==> config.mk <==
export PLATFORM = sky130hd
export DESIGN_NAME = lmb_queue
export DESIGN_NICKNAME = d
export VERILOG_FILES = /design/src/rtl/lmb_pkg.sv /design/src/rtl/lmb_queue.sv
export SDC_FILE = /design/constraint.sdc
export NUM_CORES = 1
export LEC_CHECK = 0
export ABC_AREA = 0
export BUFFER_PORTS_ARGS = -buffer_cell sky130_fd_sc_hd__buf_2
export CORE_MARGIN = 2
export CORE_UTILIZATION = 50
export DETAILED_ROUTE_END_ITERATION = 8
export HOLD_SLACK_MARGIN = 0.02
export PLACE_DENSITY = 0.74
export SYNTH_ARGS = -nofsm -noshare
export SYNTH_HDL_FRONTEND = slang
export SYNTH_SLANG_ARGS = --single-unit
==> constraint.sdc <==
create_clock -name clock -period 1.65 [get_ports clock]
set_input_delay 0.33 -clock clock [delete_from_list [all_inputs] [get_ports clock]]
set_output_delay 0.33 -clock clock [all_outputs]
set_load 0.03 [all_outputs]
==> src/rtl/lmb_pkg.sv <==
// lmb_pkg: shared types and constants of the level meter ballistics block
// item kinds, queue entry layout, register indexes and the log2 fraction function
// no dependencies
package lmb_pkg;

   localparam int POS_W = 16;
   localparam int QUEUE_DEPTH = 4;
   localparam int QPTR_W = $clog2(QUEUE_DEPTH);
   localparam int QCNT_W = $clog2(QUEUE_DEPTH + 1);

   // 20*log10(2)/60 in Q0.16
   localparam logic [12:0] DB_PER_LOG2_Q16 = 13'd6576;

   typedef enum logic [1:0] {
      FUNC_LEVEL = 2'd0,
      FUNC_PEAK  = 2'd1,
      FUNC_TICK  = 2'd2
   } func_type;

   typedef enum logic [2:0] {
      CSR_RISE_COEF      = 3'd0,
      CSR_FALL_COEF      = 3'd1,
      CSR_DECAY_COEF     = 3'd2,
      CSR_HOLD_TICKS     = 3'd3,
      CSR_PEAK_DROP_COEF = 3'd4
   } csr_index_type;

   typedef struct packed {
      func_type           kind;
      logic [POS_W-1:0]   position;
   } item_type;

   // floor(log2(1 + i / 2^tab_bits) * 65536) by repeated squaring in Q2.30
   function automatic logic [15:0] log2_frac(input int unsigned tab_bits,
                                             input int unsigned i);
      logic [63:0] y;
      logic [15:0] r;
      int          k;
      y = (64'd1 << 30) + (64'(i) << (30 - tab_bits));
      r = '0;
      for (k = 15; k >= 0; k--) begin
         y = (y * y) >> 30;
         if (y >= (64'd2 << 30)) begin
            y = y >> 1;
            r[k] = 1'b1;
         end
      end
      return r;
   endfunction

endpackage

==> src/rtl/lmb_queue.sv <==
// lmb_queue: short fifo of converted items between front and back
// register array with one read place at the head
// depends on lmb_pkg
module lmb_queue (
   input  logic                             clock,
   input  logic                             reset,
   input  logic                             push,
   input  lmb_pkg::item_type                push_item,
   input  logic                             pop,
   output logic                             head_valid,
   output lmb_pkg::item_type                head_item,
   output logic [lmb_pkg::QCNT_W-1:0]       count
);

   lmb_pkg::item_type             mem_ff [lmb_pkg::QUEUE_DEPTH];
   logic [lmb_pkg::QPTR_W-1:0]    wr_ptr_ff, wr_ptr_in;
   logic [lmb_pkg::QPTR_W-1:0]    rd_ptr_ff, rd_ptr_in;
   logic [lmb_pkg::QCNT_W-1:0]    count_ff, count_in;

   assign head_valid = (count_ff != '0);
   assign head_item  = mem_ff[rd_ptr_ff];
   assign count      = count_ff;

   assign wr_ptr_in = push ? wr_ptr_ff + 1'b1 : wr_ptr_ff;
   assign rd_ptr_in = pop ? rd_ptr_ff + 1'b1 : rd_ptr_ff;
   assign count_in  = count_ff + lmb_pkg::QCNT_W'(push) - lmb_pkg::QCNT_W'(pop);

   always_ff @(posedge clock) begin
      if (reset) begin
         wr_ptr_ff <= '0;
         rd_ptr_ff <= '0;
         count_ff  <= '0;
      end else begin
         wr_ptr_ff <= wr_ptr_in;
         rd_ptr_ff <= rd_ptr_in;
         count_ff  <= count_in;
      end
      if (push) begin
         mem_ff[wr_ptr_ff] <= push_item;
      end
   end

   a_no_overflow: assert property (@(posedge clock) disable iff (reset)
      push |-> (count_ff < lmb_pkg::QCNT_W'(lmb_pkg::QUEUE_DEPTH)) || pop)
      else $error("queue written while full");

   a_no_underflow: assert property (@(posedge clock) disable iff (reset)
      pop |-> head_valid)
      else $error("queue read while empty");

endmodule

==> qor.yml <==
cts_tree: "done"
clock_sinks: 81
start_util_pct: 51.9
hold_path_depth: 1
layout.nets: 224
rr_worst_depth: 7
synth.top_cells.by_count: "72 x edfxtp_1, 10 x mux4_2, 9 x dfxtp_1"
grt_util_all_layers_pct: 17.0
first_pass_iters: 4
slew_headroom_pct: 81.8
power.density_mw_per_mm2: 1280
start_kind: "flip-flop"
cap_violations: 0
cp.arrival_ns: 1.58
placed_area_sq_mm: 0.00343
r2r-end: "count[2]$_SDFF_PP0_"
end_kind: "output pin"
yosysUniqueCellTypes: 20
cts_root_buf: "clkbuf_8"
num_antenna_cells: 0
grt.overflow.total: 0
grt_pass1_wl_mm: 7.79
die_h_um: 82.4
finalPower_mw: 4.88
hp-class: "in2reg"
finish.utilization_pct: 64.4
ys_ff_latch: 81
violations: "negative setup slack"
wl_per_cell_um: 18.8
ctsHtreeMaxLevel: 3
top_layer: "met4"
maxSlewViolCount: 0
cts.clk_slew.worst_paths_ns: 0.07
finalSetupViolations: 18
async_flop_share_pct: 0
grt_pass1_vias: 1536
synth-edff-count: 72
worstPathRequired_ns: 1.32
hold_viol_final: 0
synth_top_area_share_pct: 70.4
skew_ns: 0.00543
syn_area_sq_mm: 0.00307
drc: 0
grt_max_degree: 19
avgSynthCellArea_sq_um: 22.8
drive_gt1_share_pct: 46.5
synth_nets: 164
worst_pin_slew_ns: 0.273
insertion_delay_ns: 0.34
fmax_mhz: 524
min_from: "push_item[17]"
leakage_nw: 1.35
min_period_ns: 1.91
cts_max_path_buffers: 2
viasPerCell: 5.20
vias: 1431
dpl.hpwl_mm: 3.27
met2_length_mm: 2.84
routed-wl-met3_um: 255
seq_area_frac_synth_pct: 76.2
ir_drop_mv: 0.660
yosys-top-cells-area: "edfxtp_1 70%, mux4_2 7.3%, mux4_1 6.8%, dfxtp_1 5.9%, ha_1 2.4%"
yosysMostFrequentCell: "edfxtp_1"
dieWidth_um: 82.4
r2r-start: "count[0]$_SDFF_PP0_"
initialDrtViolationCount: 65
dieArea_sq_mm: 0.00679
num_rows: 28
wl_mm: 5.18
antenna_left: 0
pre_cts_slack_ns: -0.0672
whs_endpoint: "mem_ff[3][17]$_DFFE_PP_"
r2r_setup_slack_ns: 0.07
antenna_found_initial: 0
status: "complete, but fails checks"
layout_setup_ws_ns: -0.257
core_sq_mm: 0.00592
yosys.area.top_type: "edfxtp_1"
gp_congestion: 0.699
finalCritPeriodShare_pct: 116
fillers: 408
ios: 44
cts_made_buffers: 9
synth_ff_type: "edfxtp_1"
design_area_sq_mm: 0.00381
cp_max_fo: 6
synth_cells: 135
rsz0062_at_grt: "true"
port_buffers: 43
wl_met1_mm: 2.03
critPathKind: "reg2out"
ys_warn_count: 0
area_growth_syn_to_layout_pct: 24.1
kinds of logic after synthesis:
group	Yosys count	share of synthesized area [%]
xor gates and xnor gates	3	1.34
buffers and inverters	10	2.08
DFF	81	76.2
AOI/OAI and AO/OA	2	0.488
muxes	19	14.5
adders and majority gates	7	3.09
and+or+nand+nor	13	2.28
how the worst max path moves through the flow:
stage / startpoint / endpoint / slack, ns / depth (start not counted)
after floorplan: count[0]$_SDFF_PP0_ / count[1]$_SDFF_PP0_ / 0.09 / 6
after global placement: flip-flop / head_item[5] / 0.05 / 3
after detailed placement: pop / count[2]$_SDFF_PP0_ / -0.07 / 7
after CTS: flip-flop / head_item[12] / -0.28 / 3
after global routing: flip-flop / head_item[8] / -0.31 / 3
final: flip-flop / head_item[12] / -0.26 / 3
power by group:
group / leakage (nW) / internal [mW] / switching [mW]
sequential: 0.737 / 2.36 / 0.0556
combinational: 0.503 / 0.393 / 0.439
clock: 0.114 / 0.997 / 0.641
what timing repair did:
action	CTS	global route
hold buffers	0	0
setup buffers	0	1
cloned	1	0
pin swaps	2	3
setup endpoints to repair	19	19
resized for setup	48	4
worst max-delay path, stage by stage, from the launching register on:
cell and delay [ns]:
dfxtp_4 0.41, buf_16 0.15, mux4_2 0.53, buf_6 0.16
final cells by class:
type / instances / area (sq um) / share of cell area [%]
Sequential cell: 81 / 2350 / 61.6
Multi-Input combinational cell: 44 / 657 / 17.2
Timing Repair Buffer: 53 / 455 / 11.9
Clock buffer: 10 / 128 / 3.35
Clock inverter: 6 / 106 / 2.79
Tap cell: 75 / 93.8 / 2.46
Inverter: 6 / 22.5 / 0.591
state kept, by name, indices dropped and copies added (netlist names), named ones only:
signal and cells:
count 3, wr_ptr_ff 2, rd_ptr_ff 2, mem_ff 72
per-layer routing:
metal	GRT usage [%]	vias up
met5	0	-
met4	7.50	0
met3	5.76	4
met2	29.0	43
met1	19.5	727
li1	-	657
stage by stage:
stage          setup TNS (ns)  instances  hold WS [ns]
2_1_floorplan               0        135         0.392
3_3_place_gp                0        257         0.512
3_5_place_dp          -0.0865        257         0.535
4_1_cts                 -4.67        274         0.186
5_1_grt                 -5.31        275         0.182
6_report                -4.15        275         0.207
placed cells by master (no fill, tap or decap), types with 3 or more instances in the layout:
| cell type | synthesis | layout |
|---|---|---|
| and2_1 | 4 | 4 |
| buf_2 | 2 | 25 |
| buf_4 | 0 | 6 |
| buf_6 | 1 | 18 |
| bufinv_16 | 0 | 3 |
| clkbuf_8 | 0 | 9 |
| dfxtp_1 | 9 | 7 |
| edfxtp_1 | 72 | 72 |
| ha_1 | 6 | 4 |
| inv_1 | 6 | 5 |
| mux4_2 | 10 | 18 |
| nor2_1 | 5 | 4 |
Power figures use the tool's default switching activity.
