File: config.mk
export PLATFORM = sky130hd
export DESIGN_NAME = lmb_front
export DESIGN_NICKNAME = d
export VERILOG_FILES = /design/src/rtl/lmb_pkg.sv /design/src/rtl/lmb_front.sv
export SDC_FILE = /design/constraint.sdc
export NUM_CORES = 1
export LEC_CHECK = 0
export BUFFER_PORTS_ARGS = -buffer_cell sky130_fd_sc_hd__buf_2
export CAP_MARGIN = 10
export CORE_ASPECT_RATIO = 2
export CORE_MARGIN = 5
export CORE_UTILIZATION = 45
export DETAILED_ROUTE_END_ITERATION = 8
export GPL_ROUTABILITY_DRIVEN = 0
export GPL_TIMING_DRIVEN = 1
export PLACE_DENSITY = 0.61
export SETUP_SLACK_MARGIN = 0.3
export SLEW_MARGIN = 20
export SYNTH_ARGS = -nofsm -noshare
export SYNTH_HDL_FRONTEND = slang
export SYNTH_SLANG_ARGS = --single-unit
File: constraint.sdc
create_clock -name clock -period 21.5 [get_ports clock]
set_clock_uncertainty 0.15 [all_clocks]
set_input_delay 6.45 -clock clock [delete_from_list [all_inputs] [get_ports clock]]
set_output_delay 6.45 -clock clock [all_outputs]
set_load 0.05 [all_outputs]
File: src/rtl/lmb_pkg.sv
// lmb_pkg: shared types and constants of the level meter ballistics block
// item kinds, queue entry layout, register indexes and the log2 fraction function
// no dependencies
package lmb_pkg;

   localparam int POS_W = 16;
   localparam int QUEUE_DEPTH = 4;
   localparam int QPTR_W = $clog2(QUEUE_DEPTH);
   localparam int QCNT_W = $clog2(QUEUE_DEPTH + 1);

   // 20*log10(2)/60 in Q0.16
   localparam logic [12:0] DB_PER_LOG2_Q16 = 13'd6576;

   typedef enum logic [1:0] {
      FUNC_LEVEL = 2'd0,
      FUNC_PEAK  = 2'd1,
      FUNC_TICK  = 2'd2
   } func_type;

   typedef enum logic [2:0] {
      CSR_RISE_COEF      = 3'd0,
      CSR_FALL_COEF      = 3'd1,
      CSR_DECAY_COEF     = 3'd2,
      CSR_HOLD_TICKS     = 3'd3,
      CSR_PEAK_DROP_COEF = 3'd4
   } csr_index_type;

   typedef struct packed {
      func_type           kind;
      logic [POS_W-1:0]   position;
   } item_type;

   // floor(log2(1 + i / 2^tab_bits) * 65536) by repeated squaring in Q2.30
   function automatic logic [15:0] log2_frac(input int unsigned tab_bits,
                                             input int unsigned i);
      logic [63:0] y;
      logic [15:0] r;
      int          k;
      y = (64'd1 << 30) + (64'(i) << (30 - tab_bits));
      r = '0;
      for (k = 15; k >= 0; k--) begin
         y = (y * y) >> 30;
         if (y >= (64'd2 << 30)) begin
            y = y >> 1;
            r[k] = 1'b1;
         end
      end
      return r;
   endfunction

endpackage

File: src/rtl/lmb_front.sv
// lmb_front: accepts items, converts magnitudes to meter positions
// two register stages: priority encode, then table lookup and dB scaling
// depends on lmb_pkg
module lmb_front #(
   parameter int LOG_TABLE_BITS = 6,
   parameter int SAMPLE_BITS = 16
) (
   input  logic                             clock,
   input  logic                             reset,
   input  logic                             req_tvalid,
   output logic                             req_tready,
   input  logic [15:0]                      req_tdata,
   input  logic [1:0]                       req_tuser,
   input  logic [lmb_pkg::QCNT_W-1:0]       q_count,
   output logic                             push,
   output lmb_pkg::item_type                push_item
);

   localparam int TAB = 1 << LOG_TABLE_BITS;
   localparam int EW = $clog2(SAMPLE_BITS);
   localparam int DW = $clog2(SAMPLE_BITS + 1) + 16;
   localparam int PW = DW + 13;
   localparam logic [DW-1:0] FULL_Q16 = DW'(SAMPLE_BITS) << 16;

   logic [15:0]                  rom [TAB];
   logic                         accept;
   logic                         known_func;
   logic [SAMPLE_BITS-1:0]       mag;
   logic [EW-1:0]                msb;
   logic [SAMPLE_BITS+LOG_TABLE_BITS-1:0] norm;
   logic [lmb_pkg::QCNT_W-1:0]   in_flight;

   logic                         vld_a_ff, vld_a_in;
   lmb_pkg::func_type            kind_a_ff;
   logic                         zero_a_ff;
   logic [EW-1:0]                msb_a_ff;
   logic [LOG_TABLE_BITS-1:0]    idx_a_ff;

   logic                         vld_b_ff, vld_b_in;
   lmb_pkg::func_type            kind_b_ff;
   logic                         zero_b_ff;
   logic [DW-1:0]                deficit;
   logic [PW-1:0]                prod_b_ff, prod_b_in;
   logic [15:0]                  drop_lo;
   logic [15:0]                  position;

   for (genvar g = 0; g < TAB; g++) begin : g_rom
      assign rom[g] = lmb_pkg::log2_frac(LOG_TABLE_BITS, g);
   end

   // credit: everything in flight must fit in the queue
   assign in_flight = lmb_pkg::QCNT_W'(vld_a_ff) + lmb_pkg::QCNT_W'(vld_b_ff) + q_count;
   assign req_tready = (in_flight < lmb_pkg::QCNT_W'(lmb_pkg::QUEUE_DEPTH));
   assign accept = req_tvalid && req_tready;
   assign known_func = (req_tuser == lmb_pkg::FUNC_LEVEL) || (req_tuser == lmb_pkg::FUNC_PEAK)
                    || (req_tuser == lmb_pkg::FUNC_TICK);
   assign vld_a_in = accept && known_func;

   assign mag = SAMPLE_BITS'(req_tdata);

   always_comb begin
      msb = '0;
      for (int t = 0; t < SAMPLE_BITS; t++) begin
         if (mag[t]) begin
            msb = EW'(t);
         end
      end
   end

   assign norm = {mag, {LOG_TABLE_BITS{1'b0}}} << (EW'(SAMPLE_BITS - 1) - msb);

   // deficit below full scale in Q16 log2 units, then scaled to positions
   assign deficit = FULL_Q16 - DW'({msb_a_ff, rom[idx_a_ff]});
   assign prod_b_in = PW'(deficit) * PW'(lmb_pkg::DB_PER_LOG2_Q16) + PW'(32768);
   assign vld_b_in = vld_a_ff;

   assign drop_lo = prod_b_ff[31:16];
   always_comb begin
      if (zero_b_ff || (|prod_b_ff[PW-1:32])) begin
         position = '0;
      end else if (drop_lo == 16'd0) begin
         position = 16'hFFFF;
      end else begin
         position = 16'(17'h10000 - 17'(drop_lo));
      end
   end

   assign push = vld_b_ff;
   assign push_item.kind = kind_b_ff;
   assign push_item.position = position;

   always_ff @(posedge clock) begin
      if (reset) begin
         vld_a_ff <= 1'b0;
         vld_b_ff <= 1'b0;
      end else begin
         vld_a_ff <= vld_a_in;
         vld_b_ff <= vld_b_in;
      end
      kind_a_ff <= lmb_pkg::func_type'(req_tuser);
      zero_a_ff <= (mag == '0);
      msb_a_ff  <= msb;
      idx_a_ff  <= norm[SAMPLE_BITS+LOG_TABLE_BITS-2 -: LOG_TABLE_BITS];
      kind_b_ff <= kind_a_ff;
      zero_b_ff <= zero_a_ff;
      prod_b_ff <= prod_b_in;
   end

endmodule

==> results of run 1 <==
## layer usage
layer | wire (um) | GRT usage, % | vias to the layer above
met4 | 983 | 9.32 | 0
met3 | 574 | 1.73 | 69
met5 | 0 | 0 | -
met1 | 7130 | 18.9 | 3318
met2 | 12100 | 41.9 | 172
li1 | - | - | 3512
## flip-flops by register name (all words and copies together) (netlist names)
| name | flops |
|---|---|
| kind_a_ff | 2 |
| msb_a_ff | 4 |
| zero_b_ff | 1 |
| zero_a_ff | 1 |
| idx_a_ff | 6 |
| push | 1 |
| vld_a_ff | 1 |
| prod_b_ff | 18 |
| kind_b_ff | 2 |
## critical path: stages
cell and delay [ns]:
buf_2 0.10, ha_1 0.28, a21oi_1 0.13, nor2b_1 0.07
xnor2_1 0.16, buf_2 0.29
## cell usage after synthesis (6+ instances only)
| master | count |
|---|---|
| mux4_2 | 12 |
| xnor2_1 | 48 |
| a211oi_1 | 6 |
| dfxtp_1 | 36 |
| and2_1 | 8 |
| inv_1 | 140 |
| ha_1 | 98 |
| mux2i_1 | 13 |
| xor2_1 | 35 |
| o211ai_1 | 10 |
| nor3_1 | 21 |
| o21a_1 | 12 |
| fa_1 | 53 |
| nor2b_1 | 17 |
| a21o_1 | 18 |
| clkbuf_1 | 16 |
| a31oi_1 | 8 |
| nor4_1 | 8 |
| a211o_1 | 8 |
| o21ai_0 | 32 |
| nor2_1 | 65 |
| a311oi_1 | 6 |
| a21oi_1 | 77 |
| nand4_1 | 8 |
| buf_2 | 19 |
| o31ai_1 | 6 |
| nand2b_1 | 17 |
| or3_1 | 9 |
| nand3_1 | 23 |
| nand2_1 | 80 |
## worst min-delay path by stage
stage | startpoint | to | slack [ns] | cells after the start
3_5_place_dp | kind_a_ff[0]$_DFF_P_ | kind_b_ff[0]$_DFF_P_ | 0.16 | 0
5_1_grt | kind_a_ff[0]$_DFF_P_ | kind_b_ff[0]$_DFF_P_ | 0.20 | 0
4_1_cts | kind_a_ff[0]$_DFF_P_ | kind_b_ff[0]$_DFF_P_ | 0.18 | 0
2_1_floorplan | kind_a_ff[0]$_DFF_P_ | kind_b_ff[0]$_DFF_P_ | 0.16 | 0
6_report | kind_a_ff[0]$_DFF_P_ | kind_b_ff[0]$_DFF_P_ | 0.18 | 0
3_3_place_gp | kind_a_ff[1]$_DFF_P_ | kind_b_ff[1]$_DFF_P_ | 0.16 | 0
## final cells by class
cell class	instances	share of cell area, %
clock buffer	5	1.49
clock inverter	3	0.223
inverter	147	6.56
multi-input combinational	785	76.8
sequential	36	8.56
tap	210	3.12
timing repair buffer	51	3.27
## logic make-up after synthesis
logic type | Yosys count | share of synthesized area, %
xor+xnor | 83 | 9.18
compound gates | 233 | 19.4
mux | 29 | 5.62
buf+inv | 187 | 9.30
flops | 36 | 9.10
simple gates | 287 | 18.2
fa+ha+maj | 153 | 29.1
## through the flow
| step | instance area [um2] | setup slack [ns] | hold WS [ns] | instances | util [%] |
|---|---|---|---|---|---|
| floorplan | 7920 | 7.16 | 0.160 | 1008 | - |
| global placement | 8270 | 7.44 | 0.160 | 1229 | 47.9 |
| detailed placement | 8270 | 7.42 | 0.164 | 1229 | 47.9 |
| CTS | 8420 | 7.43 | 0.178 | 1237 | 48.7 |
| global route | 8420 | 7.34 | 0.197 | 1237 | 48.7 |
| finish | 8420 | 7.42 | 0.175 | 1237 | 48.7 |
==> flow_summary.ini, run 1 <==
[grt]
grt_overflow = 0
grt_max_degree = 51
antenna_found_initial = 0
grt_usage_pct = 20.0
grt_pass1_wl_mm = 34.3
grt_pass1_vias = 7338

[synth]
synth_warnings = 0
mappedNetlistArea_mm2 = 0.00792
syn-num-nets = 1183
synth-main-ff-cell = dfxtp_1
synth_top_area_cell = ha_1
synth_edf_count = 0
synthDominantCellAreaShare_pct = 15.5
yosysSeqAreaShare_pct = 9.10
ys_ff_latch = 36
async_flop_share_pct = 0
synth_cells = 1008
syn_avg_cell_area_um2 = 7.86
ys_types = 79
synth.area.top_cells = ha_1 15%, fa_1 13%, dfxtp_1 9.1%

[sta]
finalCritPeriodShare_pct = 65.5
setup_tns_ns = 0
worstMarginPinSlew_ns = 1.05
fin_crit_ns = 14.08
hold_viol_final = 0
setup_viol = 0
fmax_mhz = 71.0
slew_headroom_pct = 29.3
rsz0062_at_grt = no
maxSlewViolCount = 0

[floorplanning]
die_area_mm2 = 0.0205
row_count = 68
initial_core_util_pct = 45.9
core_mm2 = 0.0173
die_w_um = 104
chipHeight_um = 198
io_pins = 44

[route]
antenna_left = 0
remaining_drc_errors = 0
routed_wl_mm = 20.8
vias = 7071
firstDrtPassIters = 5
viasPerCell = 5.72
avgRoutedWirePerCell_um = 16.8
drtIter0Drc = 239

[finish]
final_nets = 1201
num_antenna_cells = 0
area_delta_synth_final_pct = 6.27
drive_gt1_share_pct = 9.35
regArea_um2 = 721
n_fill_cell = 1771
final_cell_mix = 140 x inv_1, 98 x ha_1, 80 x nand2_1
final_common_cell = inv_1
multiInputGateArea_mm2 = 0.00646

[clock_network]
clockBufferDepth = 2
post_cts_resize_count = 0
cts_buffers = 5
cts_sinks = 36
insertion_delay_ns = 0.28
cts_root_buffer = clkbuf_16
path_clk_slew_ns = 0.06
cts_setup_buffers = 0
ctsHtreeMaxLevel = 2
cts_hold_buf = 0
cts_tree = yes

[place]
portBuffers = 43
dpl.hpwl_mm = 17.4

[worst_setup_path]
cp-start-kind = input pin
cp_max_fo = 2
r2r-start = idx_a_ff[0]$_DFF_P_
r2r_slack_ns = 12.03
cp-end-kind = output port
critical_path.endpoint = req_tready
worstReg2RegEnd = prod_b_ff[32]$_DFF_P_
worstPathArrival_ns = 7.48
required_ns = 14.90
reg2reg_depth = 30
startpoint = q_count[0]
worstSetupPathType = input pin to output port

[outcome]
status = finished, final reports clean

[job]
maxCapViolCount = 0

[min_path]
hp-class = flip-flop to flip-flop
Power of run 1 is not shown: default switching activity piles up to over one toggle a cycle in this logic, so the estimate is an artifact.
==> run 2, diff against run 1 <==
ABC_AREA = 1   (was default)
clock period = 13.4 ns   (was 21.5 ns; I/O delays follow)
==> run 2 against run 1 <==
Sequential share of layout area is 0.41 points lower; die area is 4.9% higher; synthesized cell count is 29% higher; cell count is 25% higher.
==> flow_summary.ini, run 2 <==
[worst_setup_path]
cp-end-kind = output port
cp_max_fo = 2
worstPathArrival_ns = 5.18
worstSetupPathType = input pin to output port
cp-start-kind = input pin
required_ns = 9.23

[clock_network]
insertion_delay_ns = 0.29
cts_sinks = 36
ctsHtreeMaxLevel = 2
cts_buffers = 5
cts_tree = yes
post_cts_resize_count = 0
clockBufferDepth = 2
cts_root_buffer = clkbuf_16
cts_setup_buffers = 0
cts_hold_buf = 0
path_clk_slew_ns = 0.06

[sta]
maxSlewViolCount = 0
setup_viol = 0
finalCritPeriodShare_pct = 69.8
fmax_mhz = 107
setup_tns_ns = 0
slew_headroom_pct = 58.4
rsz0062_at_grt = no
worstMarginPinSlew_ns = 0.619
hold_viol_final = 0
fin_crit_ns = 9.35

[synth]
ys_types = 50
syn-num-nets = 1475
muxShareOfSynthArea_pct = 0
synth_top_area_cell = ha_1
mappedNetlistArea_mm2 = 0.00834
syn_avg_cell_area_um2 = 6.42
synth.area.top_cells = ha_1 15%, nand2_1 13%, fa_1 13%
synth_xor_area_share_pct = 6.40
ys_top_cells_by_count = 297 x nand2_1, 257 x inv_1, 102 x nand3_1, 102 x nor2_1, 98 x ha_1
synthDominantCellAreaShare_pct = 14.7
synth_cells = 1300
synth_edf_count = 0
yosysMostFrequentCell = nand2_1
synth_top_family_by_area = simple AND/OR/NAND/NOR gates
yosysSeqAreaShare_pct = 8.64
synth_fa_ha_area_share_pct = 27.4
async_flop_share_pct = 0
synth-simple-area-share_pct = 31.3
ys_ff_latch = 36
synth_compound_area_share_pct = 12.3
synth_warnings = 0
synth-main-ff-cell = dfxtp_1

[route]
antenna_left = 0
firstDrtPassIters = 5
drtIter0Drc = 341
routed_wl_mm = 24.7
remaining_drc_errors = 0
viasPerCell = 5.42
avgRoutedWirePerCell_um = 15.9
vias = 8388

[grt]
antenna_found_initial = 0
grt_pass1_wl_mm = 39.7
grt_overflow = 0
grt_pass1_vias = 8479
grt_usage_pct = 22.9
grt_max_degree = 33

[finish]
largest_register_ff_count = 18
final_nets = 1505
reg_top3 = prod_b_ff (18), idx_a_ff (6), msb_a_ff (4)
regArea_um2 = 721
area_delta_synth_final_pct = 6.01
final_cell_mix = 297 x nand2_1, 257 x inv_1, 102 x nand3_1, 102 x nor2_1, 98 x ha_1
num_antenna_cells = 0
multiInputGateArea_mm2 = 0.00646
final_common_cell = nand2_1
drive_gt1_share_pct = 8.34
n_fill_cell = 1944
top_register = prod_b_ff

[floorplanning]
core_mm2 = 0.0183
io_pins = 44
row_count = 70
die_w_um = 106
die_area_mm2 = 0.0215
initial_core_util_pct = 45.6
chipHeight_um = 203

[outcome]
status = finished, final reports clean

[place]
dpl.hpwl_mm = 21.2
portBuffers = 43

[min_path]
hp-class = flip-flop to flip-flop

[job]
maxCapViolCount = 0
==> run 2: cell types whose count changed after synthesis, moves of 14 or more <==
cell,change
nor2_1,+37
nor2b_1,-17
nand2b_1,-16
nand3_1,+79
nand4_1,+19
xor2_1,+14
xnor2_1,-36
inv_1,+117
a21oi_1,-21
nand2_1,+217
==> run 2: worst max-delay path, cell delays in order <==
cell	delay (ns)
buf_2	0.10
ha_1	0.27
nand2_1	0.06
inv_1	0.03
o21ai_0	0.19
xor2_1	0.21
buf_2	0.30
==> run 2: per-stage QoR <==
step / instances / area [um2] / util, % / hold slack (ns) / setup slack (ns)
after floorplan: 1300 / 8340 / - / 0.160 / 3.87
after global placement: 1539 / 8700 / 47.5 / 0.161 / 4.08
after detailed placement: 1539 / 8700 / 47.5 / 0.162 / 4.03
after CTS: 1547 / 8840 / 48.3 / 0.177 / 4.03
after global routing: 1547 / 8840 / 48.3 / 0.181 / 3.98
final: 1547 / 8840 / 48.3 / 0.176 / 4.05
==> run 2: logic make-up after synthesis <==
| kind of cell | count (synthesis) |
|---|---|
| fa+ha+maj | 151 |
| compound gates | 169 |
| simple gates | 592 |
| flops | 36 |
| buf+inv | 291 |
| xor+xnor | 61 |
==> run 2: path summary, 6_finish.rpt <==
check,from,end,slack (ns),cells past startpoint
setup / recovery,q_count[0],req_tready,4.05,7
hold / removal,kind_a_ff[0]$_DFF_P_,kind_b_ff[0]$_DFF_P_,0.18,0
setup reg to reg,idx_a_ff[0]$_DFF_P_,prod_b_ff[29]$_DFF_P_,5.23,36
hold reg to reg,kind_a_ff[0]$_DFF_P_,kind_b_ff[0]$_DFF_P_,0.18,0
==> run 2: routing by layer <==
layer	wire, um	GRT usage [%]
met5	0	0
met4	1650	13.0
met3	629	1.21
met2	14700	49.7
met1	7660	19.3
==> run 2: area by class of cell <==
class | count | share of cell area (%)
clock buffers | 5 | 1.41
clock inverters | 3 | 0.212
inverters | 267 | 11.3
multi-input cells | 973 | 73.1
flip-flops and latches | 36 | 8.15
well taps | 216 | 3.06
repair buffers | 47 | 2.77
Power of run 2 is left out for the same reason.
==> run 3, diff against run 2 <==
clock period = 9.56 ns   (was 13.4 ns; I/O delays follow)
==> run 3 against run 2 <==
Cell count shrank 0.19%; worst setup slack worse by 2.9 ns; hold slack about the same; core utilization is 0.089 points higher; design area up 0.18%; first-iteration DRC count increased by 1.2%; global-route usage increased by 0.61 points; sequential cell count stayed put; register-to-register slack lost 4.0 ns; routed wire length grew 0.84%.
==> flow_summary.ini, run 3 (same netlist as run 2, synthesis figures left out) <==
[floorplanning]
row_count = 70
io_pins = 44
die_area_mm2 = 0.0215
core_mm2 = 0.0183
die_w_um = 106
chipHeight_um = 203
initial_core_util_pct = 45.6

[place]
portBuffers = 43
dpl.hpwl_mm = 21.6

[finish]
area_delta_synth_final_pct = 6.21
num_antenna_cells = 0
final_nets = 1502
final_util_pct = 48.4
final_common_cell = nand2_1
final_cell_mix = 297 x nand2_1, 257 x inv_1, 102 x nand3_1, 102 x nor2_1, 98 x ha_1
largest_register_ff_count = 18
n_fill_cell = 1912
drive_gt1_share_pct = 8.13
reg_top3 = prod_b_ff (18), idx_a_ff (6), msb_a_ff (4)
top_register = prod_b_ff

[grt]
grt_overflow = 0
grt_pass1_vias = 8577
grt_max_degree = 32
antenna_found_initial = 0
grt_pass1_wl_mm = 40.4
grt_usage_pct = 23.6

[worst_setup_path]
worst_path_most_repeated_cell = inv_1
worstSetupPathType = flip-flop to flip-flop
cp-start-kind = flip-flop
slowest_stage = dfxtp_1
max_stage_delay_ns = 0.55
cp-end-kind = flip-flop
required_ns = 9.59
cp_max_fo = 7
worstPathArrival_ns = 8.39
r2r_slack_ns = 1.19

[route]
firstDrtPassIters = 5
routed_wl_mm = 24.9
remaining_drc_errors = 0
drtIter0Drc = 345
vias = 8333
avgRoutedWirePerCell_um = 16.1
antenna_left = 0
viasPerCell = 5.40

[clock_network]
ctsHtreeMaxLevel = 2
cts_sinks = 36
cts_setup_buffers = 0
post_cts_resize_count = 0
cts_buffers = 5
path_clk_slew_ns = 0.06
cts_hold_buf = 0
cts_tree = yes
insertion_delay_ns = 0.29
cts_root_buffer = clkbuf_16
clockBufferDepth = 2

[sta]
rsz0062_at_grt = no
slew_headroom_pct = 37.2
fmax_mhz = 120
finalCritPeriodShare_pct = 87.5
fin_crit_ns = 8.37
hold_viol_final = 0
setup_viol = 0
worstMarginPinSlew_ns = 0.941
maxSlewViolCount = 0
setup_tns_ns = 0

[job]
maxCapViolCount = 0

[outcome]
status = finished, final reports clean

[min_path]
hp-class = flip-flop to flip-flop
run 3: cell types whose count changed in the layout (fill, tap and decap cells not counted), sizes merged:
cell | previous run | this run
clkinv | 4 | 1
clkbuf | 5 | 7
bufinv | 0 | 1
buf | 47 | 44
run 3: metrics by stage:
step	instance area, um2	setup WS (ns)	hold slack (ns)	cells
after floorplan	8340	2.33	0.160	1300
after global placement	8680	1.32	0.163	1536
after detailed placement	8680	1.22	0.163	1536
after CTS	8860	1.20	0.177	1544
after global routing	8860	0.590	0.181	1544
final	8860	1.19	0.177	1544
run 3: layout make-up:
| class | count | area, um2 | area share (%) |
|---|---|---|---|
| multi-input combinational | 973 | 6460 | 72.9 |
| inverter | 267 | 1000 | 11.3 |
| timing repair buffer | 44 | 223 | 2.51 |
| sequential | 36 | 721 | 8.13 |
| tap | 216 | 270 | 3.05 |
| clock buffer | 7 | 153 | 1.72 |
| clock inverter | 1 | 30.0 | 0.339 |
run 3: worst paths after layout:
| kind | to | depth (start not counted) | startpoint |
|---|---|---|---|
| worst max-delay path | prod_b_ff[29]$_DFF_P_ | 36 | idx_a_ff[0]$_DFF_P_ |
| worst min register to register | kind_b_ff[1]$_DFF_P_ | 0 | kind_a_ff[1]$_DFF_P_ |
| worst max register to register | prod_b_ff[29]$_DFF_P_ | 36 | idx_a_ff[0]$_DFF_P_ |
| worst min-delay path | kind_b_ff[1]$_DFF_P_ | 0 | kind_a_ff[1]$_DFF_P_ |
run 3: critical path: cells and delay by family, from the launching register on:
| family | cells | cell delay, ns |
|---|---|---|
| xor+xnor | 3 | 0.60 |
| simple gates | 11 | 2.05 |
| compound gates | 4 | 0.62 |
| fa+ha+maj | 8 | 3.11 |
| flops | 1 | 0.55 |
| buf+inv | 10 | 1.19 |
run 3: per-layer routing:
metal,share of wire [%],up-vias,global-route usage (%)
met5,0,-,0
met4,7.9,0,15.9
met3,2.6,111,1.94
met2,59,240,49.3
met1,30,3789,19.7
li1,-,4193,-
Power of run 3 is left out for the same reason.
